`src/hdl/tsht_pkg.sv`:
```
// Types and constants shared by the text span hit table.
package tsht_pkg;

    localparam int COL_W = 10;
    localparam int ROW_W = 12;
    localparam int IDX_W = 5;
    localparam int NUM_W = 6;
    localparam int IN_W  = 72;
    localparam int OUT_W = 56;

    typedef enum logic [1:0] {
        FUNC_ADD   = 2'd0,
        FUNC_CLEAR = 2'd1,
        FUNC_HIT   = 2'd2,
        FUNC_READ  = 2'd3
    } t_func;

    typedef enum logic [1:0] {
        ST_IDLE,
        ST_SCAN,
        ST_READ,
        ST_DONE
    } t_state;

    typedef struct packed {
        logic [ROW_W-1:0] r1;
        logic [COL_W-1:0] c1;
        logic [ROW_W-1:0] r0;
        logic [COL_W-1:0] c0;
    } t_span;

    typedef struct packed {
        logic             pad;
        logic [IDX_W-1:0] entry_index;
        logic [ROW_W-1:0] end_row;
        logic [COL_W-1:0] end_col;
        logic [ROW_W-1:0] start_row;
        logic [COL_W-1:0] start_col;
        logic [ROW_W-1:0] query_row;
        logic [COL_W-1:0] query_col;
    } t_in_word;

    typedef struct packed {
        logic                table_full;
        logic signed [12:0]  bound_end_row;
        logic signed [10:0]  bound_end_col;
        logic signed [12:0]  bound_start_row;
        logic signed [10:0]  bound_start_col;
        logic                found;
        logic [NUM_W-1:0]    hit_number;
    } t_result;

    localparam t_result RES_NONE = '{
        table_full:      1'b0,
        bound_end_row:   13'h1FFF,
        bound_end_col:   11'h7FF,
        bound_start_row: 13'h1FFF,
        bound_start_col: 11'h7FF,
        found:           1'b0,
        hit_number:      '0
    };

endpackage

```
`src/hdl/tsht_span_match.sv`:
```
// Containment test of one grid point against one stored span.
module tsht_span_match (
    input  tsht_pkg::t_span                i_span,
    input  logic [tsht_pkg::COL_W-1:0]     i_col,
    input  logic [tsht_pkg::ROW_W-1:0]     i_row,
    output logic                           o_hit
);
    import tsht_pkg::*;

    logic on_r0;
    logic on_r1;
    logic col_ge;
    logic col_lt;

    assign on_r0  = (i_row == i_span.r0);
    assign on_r1  = (i_row == i_span.r1);
    assign col_ge = (i_col >= i_span.c0);
    assign col_lt = (i_col < i_span.c1);

    always_comb begin
        if (i_span.r0 == i_span.r1) begin
            o_hit = on_r0 && col_ge && col_lt;
        end else begin
            o_hit = (on_r0 && col_ge) || (on_r1 && col_lt) ||
                    ((i_row > i_span.r0) && (i_row < i_span.r1));
        end
    end

endmodule

```
`src/hdl/text_span_hit_table.sv`:
```
// Top level: span table in a single-port-read memory with an in-order hit scan.
//
//  channel  dir  handshake                   payload
//  s_axis   in   s_axis_tvalid/tready        tuser: func; tdata: query, span, index
//  m_axis   out  m_axis_tvalid/tready        tdata: number, found, bounds, full
//
// The hit test checks the stored spans in order and stops at the first hit or at the
// last span: the scan reads one entry per cycle from the span memory.
// Synchronous active-low reset empties the table; memory contents are not
// cleared. A new word is taken when the previous one is finished, while its
// result may still wait in the output register.
module text_span_hit_table #(
    parameter int MAX_REGIONS = 32
) (
    input  logic                          i_clk,
    input  logic                          i_rst_n,
    input  logic                          s_axis_tvalid,
    output logic                          s_axis_tready,
    // [9:0] query_col, [21:10] query_row, [31:22] start_col, [43:32] start_row,
    // [53:44] end_col, [65:54] end_row, [70:66] entry_index, [71] zero
    input  logic [tsht_pkg::IN_W-1:0]     s_axis_tdata,
    // [1:0] func
    input  logic [1:0]                    s_axis_tuser,
    output logic                          m_axis_tvalid,
    input  logic                          m_axis_tready,
    // [5:0] hit_number, [6] found, [17:7] bound_start_col, [30:18] bound_start_row,
    // [41:31] bound_end_col, [54:42] bound_end_row, [55] table_full
    output logic [tsht_pkg::OUT_W-1:0]    m_axis_tdata
);
    import tsht_pkg::*;

    localparam int AW = (MAX_REGIONS > 1) ? $clog2(MAX_REGIONS) : 1;
    localparam int CW = $clog2(MAX_REGIONS + 1);
    localparam int XW = (CW > IDX_W) ? CW : IDX_W;

    t_state r_state, n_state;
    logic [CW-1:0] r_count, n_count;
    logic [CW-1:0] r_idx, n_idx;
    logic [COL_W-1:0] r_qcol, n_qcol;
    logic [ROW_W-1:0] r_qrow, n_qrow;
    t_result r_res, n_res;
    logic r_ov;
    t_result r_out;

    t_span r_mem [MAX_REGIONS];
    t_span r_rd_data;
    logic [AW-1:0] rd_addr;
    logic [AW-1:0] wr_addr;
    logic wr_en;
    t_span wr_data;

    t_in_word in_word;
    t_func in_func;
    logic s_fire;
    logic load_out;
    logic hit;
    logic scan_last;
    logic idx_ok;
    logic tbl_room;

    assign in_word  = t_in_word'(s_axis_tdata);
    assign in_func  = t_func'(s_axis_tuser);
    assign s_axis_tready = (r_state == ST_IDLE);
    assign s_fire   = s_axis_tvalid && s_axis_tready;
    assign load_out = (r_state == ST_DONE) && (!r_ov || m_axis_tready);
    assign idx_ok   = (XW'(in_word.entry_index) < XW'(r_count));
    assign tbl_room = (r_count < CW'(MAX_REGIONS));
    assign scan_last = (({1'b0, r_idx} + (CW+1)'(1)) >= {1'b0, r_count});

    tsht_span_match u_match (
        .i_span (r_rd_data),
        .i_col  (r_qcol),
        .i_row  (r_qrow),
        .o_hit  (hit)
    );

    always_comb begin
        n_state = r_state;
        case (r_state)
            ST_IDLE: begin
                if (s_fire) begin
                    case (in_func)
                        FUNC_HIT:  n_state = (r_count == '0) ? ST_DONE : ST_SCAN;
                        FUNC_READ: n_state = idx_ok ? ST_READ : ST_DONE;
                        default:   n_state = ST_DONE;
                    endcase
                end
            end
            ST_SCAN: begin
                if (hit || scan_last) begin
                    n_state = ST_DONE;
                end
            end
            ST_READ: n_state = ST_DONE;
            ST_DONE: begin
                if (!r_ov || m_axis_tready) begin
                    n_state = ST_IDLE;
                end
            end
            default: n_state = ST_IDLE;
        endcase
    end

    always_comb begin
        n_count = r_count;
        n_idx   = r_idx;
        n_qcol  = r_qcol;
        n_qrow  = r_qrow;
        n_res   = r_res;
        rd_addr = AW'(r_idx + CW'(1));
        wr_en   = 1'b0;
        wr_addr = AW'(r_count);
        wr_data = '{r1: in_word.end_row, c1: in_word.end_col,
                    r0: in_word.start_row, c0: in_word.start_col};
        case (r_state)
            ST_IDLE: begin
                rd_addr = '0;
                if (s_fire) begin
                    n_res = RES_NONE;
                    case (in_func)
                        FUNC_ADD: begin
                            if (tbl_room) begin
                                wr_en   = 1'b1;
                                n_count = r_count + CW'(1);
                            end else begin
                                n_res.table_full = 1'b1;
                            end
                        end
                        FUNC_CLEAR: n_count = '0;
                        FUNC_HIT: begin
                            n_idx  = '0;
                            n_qcol = in_word.query_col;
                            n_qrow = in_word.query_row;
                        end
                        default: begin
                            rd_addr = AW'(in_word.entry_index);
                            n_idx   = CW'(in_word.entry_index);
                        end
                    endcase
                end
            end
            ST_SCAN, ST_READ: begin
                if ((r_state == ST_READ) || hit) begin
                    n_res.table_full      = 1'b0;
                    n_res.hit_number      = NUM_W'(r_idx + CW'(1));
                    n_res.found           = 1'b1;
                    n_res.bound_start_col = $signed({1'b0, r_rd_data.c0});
                    n_res.bound_start_row = $signed({1'b0, r_rd_data.r0});
                    n_res.bound_end_col   = $signed({1'b0, r_rd_data.c1});
                    n_res.bound_end_row   = $signed({1'b0, r_rd_data.r1});
                end else if (!scan_last) begin
                    n_idx = r_idx + CW'(1);
                end
            end
            default: ;
        endcase
    end

    always_ff @(posedge i_clk) begin
        if (wr_en) begin
            r_mem[wr_addr] <= wr_data;
        end
        r_rd_data <= r_mem[rd_addr];
    end

    always_ff @(posedge i_clk) begin
        if (!i_rst_n) begin
            r_state <= ST_IDLE;
            r_count <= '0;
            r_ov    <= 1'b0;
        end else begin
            r_state <= n_state;
            r_count <= n_count;
            if (load_out) begin
                r_ov <= 1'b1;
            end else if (m_axis_tready) begin
                r_ov <= 1'b0;
            end
        end
    end

    always_ff @(posedge i_clk) begin
        r_idx  <= n_idx;
        r_qcol <= n_qcol;
        r_qrow <= n_qrow;
        r_res  <= n_res;
        if (load_out) begin
            r_out <= r_res;
        end
    end

    assign m_axis_tvalid = r_ov;
    assign m_axis_tdata  = OUT_W'(r_out);

    a_count_bound: assert property (@(posedge i_clk) disable iff (!i_rst_n)
        r_count <= CW'(MAX_REGIONS))
        else $error("span count beyond table size");

    a_add_grows: assert property (@(posedge i_clk) disable iff (!i_rst_n)
        s_fire && (in_func == FUNC_ADD) && tbl_room |=> r_count == $past(r_count) + CW'(1))
        else $error("accepted add did not grow the table");

    a_full_no_found: assert property (@(posedge i_clk) disable iff (!i_rst_n)
        r_ov |-> !(r_out.table_full && r_out.found))
        else $error("dropped add reported as found");

    a_none_bounds: assert property (@(posedge i_clk) disable iff (!i_rst_n)
        r_ov && !r_out.found |-> (r_out.hit_number == '0) &&
            (r_out.bound_start_col == -11'sd1) && (r_out.bound_end_row == -13'sd1))
        else $error("miss result carries span data");

endmodule
```
`config.mk`:
```
export PLATFORM = sky130hd
export DESIGN_NAME = text_span_hit_table
export DESIGN_NICKNAME = d
export VERILOG_FILES = /design/src/hdl/tsht_pkg.sv /design/src/hdl/tsht_span_match.sv /design/src/hdl/text_span_hit_table.sv
export SDC_FILE = /design/constraint.sdc
export NUM_CORES = 2
export LEC_CHECK = 0
export ABC_CLOCK_PERIOD_IN_PS = 10800
export BUFFER_PORTS_ARGS = -buffer_cell sky130_fd_sc_hd__buf_2
export CELL_PAD_IN_SITES_DETAIL_PLACEMENT = 0
export CELL_PAD_IN_SITES_GLOBAL_PLACEMENT = 2
export CORE_AREA = 4 4 402 404
export CTS_BUF_LIST = sky130_fd_sc_hd__clkbuf_2
export DETAILED_ROUTE_END_ITERATION = 16
export DIE_AREA = 0 0 406 408
export PLACE_DENSITY_LB_ADDON = 0.1
export SETUP_SLACK_MARGIN = 0.3
export SLEW_MARGIN = 20
export SYNTH_ARGS = -nofsm -noshare
export SYNTH_HDL_FRONTEND = slang
export SYNTH_SLANG_ARGS = --single-unit
```
`constraint.sdc`:
```
create_clock -name i_clk -period 10.8 [get_ports i_clk]
set_input_delay 1.08 -clock i_clk [delete_from_list [all_inputs] [get_ports i_clk]]
set_output_delay 1.08 -clock i_clk [all_outputs]
set_load 0.005 [all_outputs]
```
=== Word level (Yosys, flattened, before mapping) ===
Memory sizes are Yosys's and may differ from the RTL's. A register that Yosys moved wholly into a read port is not among the register bits.
Cells that the tools add are included.

* Add/sub/neg operators: 3
* $lt $le $gt $ge: 7
* Eq/ne operators: 17
* Mux-type cells: 31
* Reductions and logical operators: 26

{| class="wikitable"
|+ Operators by type and width
! kind !! count
|-
| 56-bit 2-to-1 mux || 2
|-
| 56-bit case mux with 2 select lines || 1
|-
| 12-bit equality test || 3
|-
| 6-bit case mux with 2 select lines || 3
|-
| 6-bit 2-to-1 mux || 4
|-
| 5-bit 2-to-1 mux || 3
|-
| 6-bit by 1-bit adder with 6-bit output (second input constant) || 2
|-
| 12-bit > comparator || 1
|-
| 12-bit less-than comparator || 1
|-
| 1-bit 2-to-1 mux || 12
|-
| 2-bit != test (second input constant) || 6
|-
| 10-bit >= comparator || 1
|-
| 10-bit less-than comparator || 1
|-
| 3-bit AND reduction || 3
|-
| 2-bit equality test (second input constant) || 4
|-
| 2-bit 2-to-1 mux || 4
|-
| 2-bit case mux with 4 select lines || 1
|-
| 6-bit by 1-bit adder with 7-bit output (second input constant) || 1
|-
| 7-bit by 6-bit >= comparator with 1-bit output || 1
|-
| 1-bit logical AND || 6
|-
| 6-bit logical NOT || 1
|-
| 5-bit by 6-bit less-than comparator with 1-bit output || 1
|-
| 6-bit less-than comparator (second input constant) || 1
|-
| 2-bit nonzero test || 3
|-
| 10 further kinds || 18
|}

* Bits in registers: 149
* Memory bits (writable): 1408
* Input port bits: 78
* Output and inout port bits: 58
* Logic and storage cells: 105
* Memories: 1

{| class="wikitable"
|+ Memories
! memory !! depth !! bits a word !! rd ports !! clocked after Yosys merged registers in !! wr ports !! line !! source
|-
| r_mem || 32 || 44 || 1 || 1 || 1 || text_span_hit_table.sv:45 || <nowiki>t_span r_mem [MAX_REGIONS];</nowiki>
|}

=== Longest topological paths before layout ===
* Word-level depth: 8
* Depth in mapped cells: 13
* Mapped depth without buffers: 10

=== Cells and area by module ===
From an unflattened synthesis, not the netlist that was laid out.

* Cell total of the unflattened synthesis: 4357
* Area, all modules: 65013.6 µm²

{| class="wikitable"
|+ By module, submodules not included
! module !! instances !! cells an instance !! area an instance (µm²) !! seq. area each (µm²)
|-
| text_span_hit_table || 1 || 4195 || 63820.0 || 47365.4
|-
| tsht_span_match || 1 || 162 || 1193.6 || 0.0
|}

=== Worst setup path after synthesis ===
Ideal clock, no wire load.

* Path type: register -> register
* Start point: register r_qrow[1]
* End point: register r_res[0] (netlist name), enable pin
* Library setup time: 0.543 ns
* Arrival: 5.820 ns
* Required time: 10.257 ns
* Setup slack: 4.437 ns
* Stages on the path, launching flop included: 10
* Path buffers: 0
* Period minus slack after synthesis: 6.363 ns
* Cell sequence: edfxtp_1 > ha_1 > nor2b_1 > o211ai_1 > a211oi_1 > or4_1 > nor4_1 > or3_1 > nor2_1 > a211oi_1

* Word-level cells in the longest chain between the ends: 8
* Elaborated cells on any way between the ends: 14
* Those cells by class: order compare: 2; eq/ne: 3; mux: 1; reduce/logical: 8

{| class="wikitable"
|+ RTL lines
! item !! line !! source
|-
| from (decl) || text_span_hit_table.sv:40 || <nowiki>logic [ROW_W-1:0] r_qrow, n_qrow;</nowiki>
|-
| from (signal assigned) || text_span_hit_table.sv:185 || <nowiki>r_qrow <= n_qrow;</nowiki>
|-
| parallel branches: the longest is 4 deep, another holds 12-bit > comparator || - ||
|-
| 1-bit 2-to-1 mux (*) || tsht_span_match.sv:21 || <nowiki>if (i_span.r0 == i_span.r1) begin</nowiki>
|-
| 1-bit logical OR (*) || text_span_hit_table.sv:143 || <nowiki>if ((r_state == ST_READ) || hit) begin</nowiki>
|-
| 2-bit != test (no line) (*) || - ||
|-
| 3-bit AND reduction (no line) (*) || - ||
|-
| to (signal assigned) || text_span_hit_table.sv:186 || <nowiki>r_res <= n_res;</nowiki>
|-
| to (decl) || text_span_hit_table.sv:41 || <nowiki>t_result r_res, n_res;</nowiki>
|}

Every way passes the cells marked *.
A chain may end at the register's enable or synchronous reset.

=== Worst setup path after layout ===
* Start point: register r_state[0]
* End point: register r_rd_data[1] (netlist name)

* Word-level cells in the longest chain between the ends: 4

{| class="wikitable"
|+ RTL lines
! item !! line !! source
|-
| from (decl) || text_span_hit_table.sv:36 || <nowiki>t_state r_state, n_state;</nowiki>
|-
| from (signal assigned) || text_span_hit_table.sv:172 || <nowiki>r_state <= n_state;</nowiki>
|-
| 2-bit logical NOT (*) || text_span_hit_table.sv:63, text_span_hit_table.sv:115 ||
|-
| 1-bit logical AND || text_span_hit_table.sv:64 || <nowiki>assign s_fire = s_axis_tvalid && s_axis_tready;</nowiki>
|-
| 5-bit 2-to-1 mux || text_span_hit_table.sv:118 || <nowiki>if (s_fire) begin</nowiki>
|-
| 5-bit 2-to-1 mux (*) || text_span_hit_table.sv:115 || <nowiki>case (r_state)</nowiki>
|}

Every way passes the cells marked *; elsewhere a longest branch is shown, timed or not.

==> impl_results.md <==
* Status: finished, final reports clean
* Post-Synth XOR/XNOR Area at 0.002651
* # fillers at 14610
* VDD IR max at 0.2664 mV
* Worst-skew pair later-pin latency at 1.79 ns
* CP bufs+invs at 4
* Worst hold path class: primary input to flop
* Met3 GRT Util at 0.03715
* Largest family of logic cells by synthesized area: simple AND/OR/NAND/NOR gates
* Reg area at 47370 um2
* Vias in the first global route at 39820
* Multiplexer share of the synthesized area at 0.0003189
* CP delay by family, top: buffers and inverters
* Largest area contributor in the netlist: edfxtp_1
* Synth Instances at 4617
* Die height at 408 um
* Post-route ant nets at 0
* CTS tree: done
* Site Rows at 146
* Max Fclk at 203.3 MHz
* Area growth from synthesis to layout at 12.67%
* Total track usage at 0.2283
* DR pass1 iterations at 5
* Routability cong. at 0.7405
* Final slew viol count at 0
* CTS resizes at 0
* Layout cells sized above 1 at 0.1805
* Worst Skew at 0.2417 ns
* Synth top area share at 0.7376
* Largest fanout on the critical path at 60
* Final Setup Violations at 0
* Area of the multi-input gates at 14120 um2
* Final Cell Area at 70730 um2
* FF-to-FF End: r_rd_data[1]$_DFF_P_
* Post-synth EDFFs at 1542
* Syn Area/Cell at 13.60 um2
* Max stage delay on crit path at 0.85 ns
* Ys flop type: edfxtp_1
* Maxcap violations at 0
* CTS max path bufs at 4
* Die width at 406 um
* Final Critical Period at 4.918 ns
* Power per cell area at 265.9 nW/um2
* Starting DRT DRC Count at 3517
* Most frequent cell after synthesis: edfxtp_1
* R2r setup slk at 5.88 ns
* Core area at 157800 um2
* Top post-synthesis cells by area: edfxtp_1 74%, nand2_1 8.8%, a311oi_1 4.9%, nand3_1 2.9%, and3_1 1.8%
* Sink Count at 1595
* Min-Delay Path Depth at 2
* Worst r2r src: r_state[0]$_SDFFE_PN0P_
* Sequential share of the synthesized area at 0.7545
* CP startpoint kind: flop
* Synth Area in Compound Gates at 0.05732
* Total grt overflow at 0
* Avg Vias per Cell at 5.369
* CP max-delay cell: nor4_2
* Critical Path End Type: flop
* Synth Cell Area at 62780 um2
* Req. time, crit path at 12.17 ns
* Slew at the pin closest to its max-slew limit at 1.124 ns
* Fin crit share at 0.4554
* CP arrival at 6.29 ns
* Layout Nets at 5224
* WL per Instance at 25.50 um
* Post-DP HPWL at 95710 um
* Lkg Pwr at 25.09 nW
* CTS buffer count at 431
* Type of the worst setup path: flop to flop
* Unrepaired setup endpoints after global routing: no
* Most frequent CP cell: buf_4
* Relative slew slack at 0.2505
* First-pass GRT wire length at 275500 um
* Die area at 165600 um2
* IO buf count at 134
* M2 GR Usage at 0.3513
* Root buffer cell: clkbuf_2
* Reg2reg path depth at 12
* Final hold vios at 0
* Initial Utilization at 0.3978
* Total I/O pin count at 136
* Hold worst-path end: r_mem[9][1]$_DFFE_PP_
* Synth cell types at 45
* Post-Synth Adder-Cell Area at 0.01256
* Global routing's busiest layer: met2
* Placed Area at 65820 um2
* Async set-reset flop share out of synthesis at 0
* DR vias at 40280
* Warnings from Yosys at 0
* Final wirelength at 191300 um
* Initial antenna violation count at 10
* Setup TNS at 0 ns
* Worst path cell trace: inv_1, ha_1, buf_4, nor2_1, a31oi_4, buf_4, buf_4, nand2_1, and3_1, a311oi_1, a311oi_1, nor4_2
* FF+latch count, synth at 1595
* Clock transition at the registers of the reported paths at 0.10 ns
* DRC Markers at 0
* Simple-Gate Fraction of Synth Area at 0.1463
* Met1 GRT Util at 0.3337
* CTS HTree Levels at 5
* Hold_sp: s_axis_tdata[23]
* Most frequent cells after synthesis: 1542 x edfxtp_1, 1465 x nand2_1, 367 x nand3_1
* Largest net degree at the start of global routing at 138
* Syn nets at 4758
==> layer usage <==
| layer | routed length (um) | up-vias |
|---|---|---|
| met1 | 89330 | 20330 |
| li1 | - | 18380 |
| met2 | 86940 | 1253 |
| met4 | 4159 | 0 |
| met5 | 0 | - |
| met3 | 10850 | 313 |
==> per-stage QoR <==
step	power [mW]	hold slack, ns	worst slack [ns]	instances	util
global route	20.04	0.05782	5.636	7501	0.4481
floorplan	12.25	0.4003	4.437	4617	-
detailed placement	14.81	0.4045	5.557	6611	0.4170
CTS	19.06	0.002413	5.813	7490	0.4480
finish	18.81	0.3322	5.882	7502	0.4481
global placement	14.78	0.4010	5.518	6609	0.4167
==> registers in the layout (all words and copies together), names as in the netlist <==
register,cells
r_qcol,10
m_axis_tvalid,1
m_axis_tdata,53
r_res,53
r_qrow,12
r_rd_data,44
r_count,6
r_state,2
r_idx,6
r_mem,1408
==> logic make-up (layout without fill, tap and decap cells) <==
family	Yosys count	in the layout
AND/OR/NAND/NOR	2148	2148
flip-flops	1595	1595
AO/OA/AOI/OAI	426	426
buffers and inverters	364	1165
adder cells (fa/ha/maj)	63	63
XOR/XNOR	19	19
multiplexers	2	2
other	0	12
==> cell usage in the layout (no fill, tap or decap), drive strengths merged, types with 7 or more instances in the layout <==
master / n
edfxtp: 1542
nand2: 1465
clkbuf: 691
nand3: 367
a311oi: 352
buf: 224
and3: 178
dlygate4sd3: 111
clkinv: 72
inv: 65
ha: 63
dfxtp: 53
nor2: 52
nor4: 47
a21oi: 15
xnor2: 15
a21o: 13
o21ai: 13
diode: 12
nand4: 12
nor2b: 9
nand2b: 7
a211oi: 7
==> power breakdown <==
group          switching (mW)  internal [mW]  leakage, nW
registers               0.237           7.19         14.3
logic                    5.08           2.14         7.78
clock network            2.49           1.67         3.02
total                    7.81           11.0         25.1
==> what timing repair did <==
item / CTS / global route
endpoints found under the hold margin: 1470 / 0
setup endpoints to repair: 0 / 0
hold buffers: 111 / 0
buffers inserted: 0 / 0
==> worst max path at each step <==
stage / start / endpoint / depth (start not counted)
2_1_floorplan: r_qrow[1]$_DFFE_PP_ / r_res[0]$_SDFFCE_PP0P_ / 9
3_3_place_gp: s_axis_tuser[0] / r_rd_data[21]$_DFF_P_ / 10
3_5_place_dp: s_axis_tuser[0] / r_rd_data[1]$_DFF_P_ / 10
4_1_cts: r_state[0]$_SDFFE_PN0P_ / r_mem[10][29]$_DFFE_PP_ / 8
5_1_grt: r_state[0]$_SDFFE_PN0P_ / r_rd_data[1]$_DFF_P_ / 12
6_report: r_state[0]$_SDFFE_PN0P_ / r_rd_data[1]$_DFF_P_ / 12
==> final cells by class <==
type,instances,share of cell area
Antenna cell,12,0.0004245
Clock buffer,691,0.04889
Clock inverter,77,0.004440
Inverter,62,0.003290
Multi-Input combinational cell,2658,0.1997
Sequential cell,1595,0.6696
Tap cell,2072,0.03665
Timing Repair Buffer,335,0.03697
==> worst reg2reg max path, cell delays in order (launching register included) <==
cell,delay (ns)
dfxtp_1,0.35
inv_1,0.12
ha_1,0.28
buf_4,0.34
nor2_1,0.15
a31oi_4,0.51
buf_4,0.62
buf_4,0.74
nand2_1,0.11
and3_1,0.20
a311oi_1,0.26
a311oi_1,0.12
nor4_2,0.85
No activity file was read; power rests on OpenSTA's default activity.
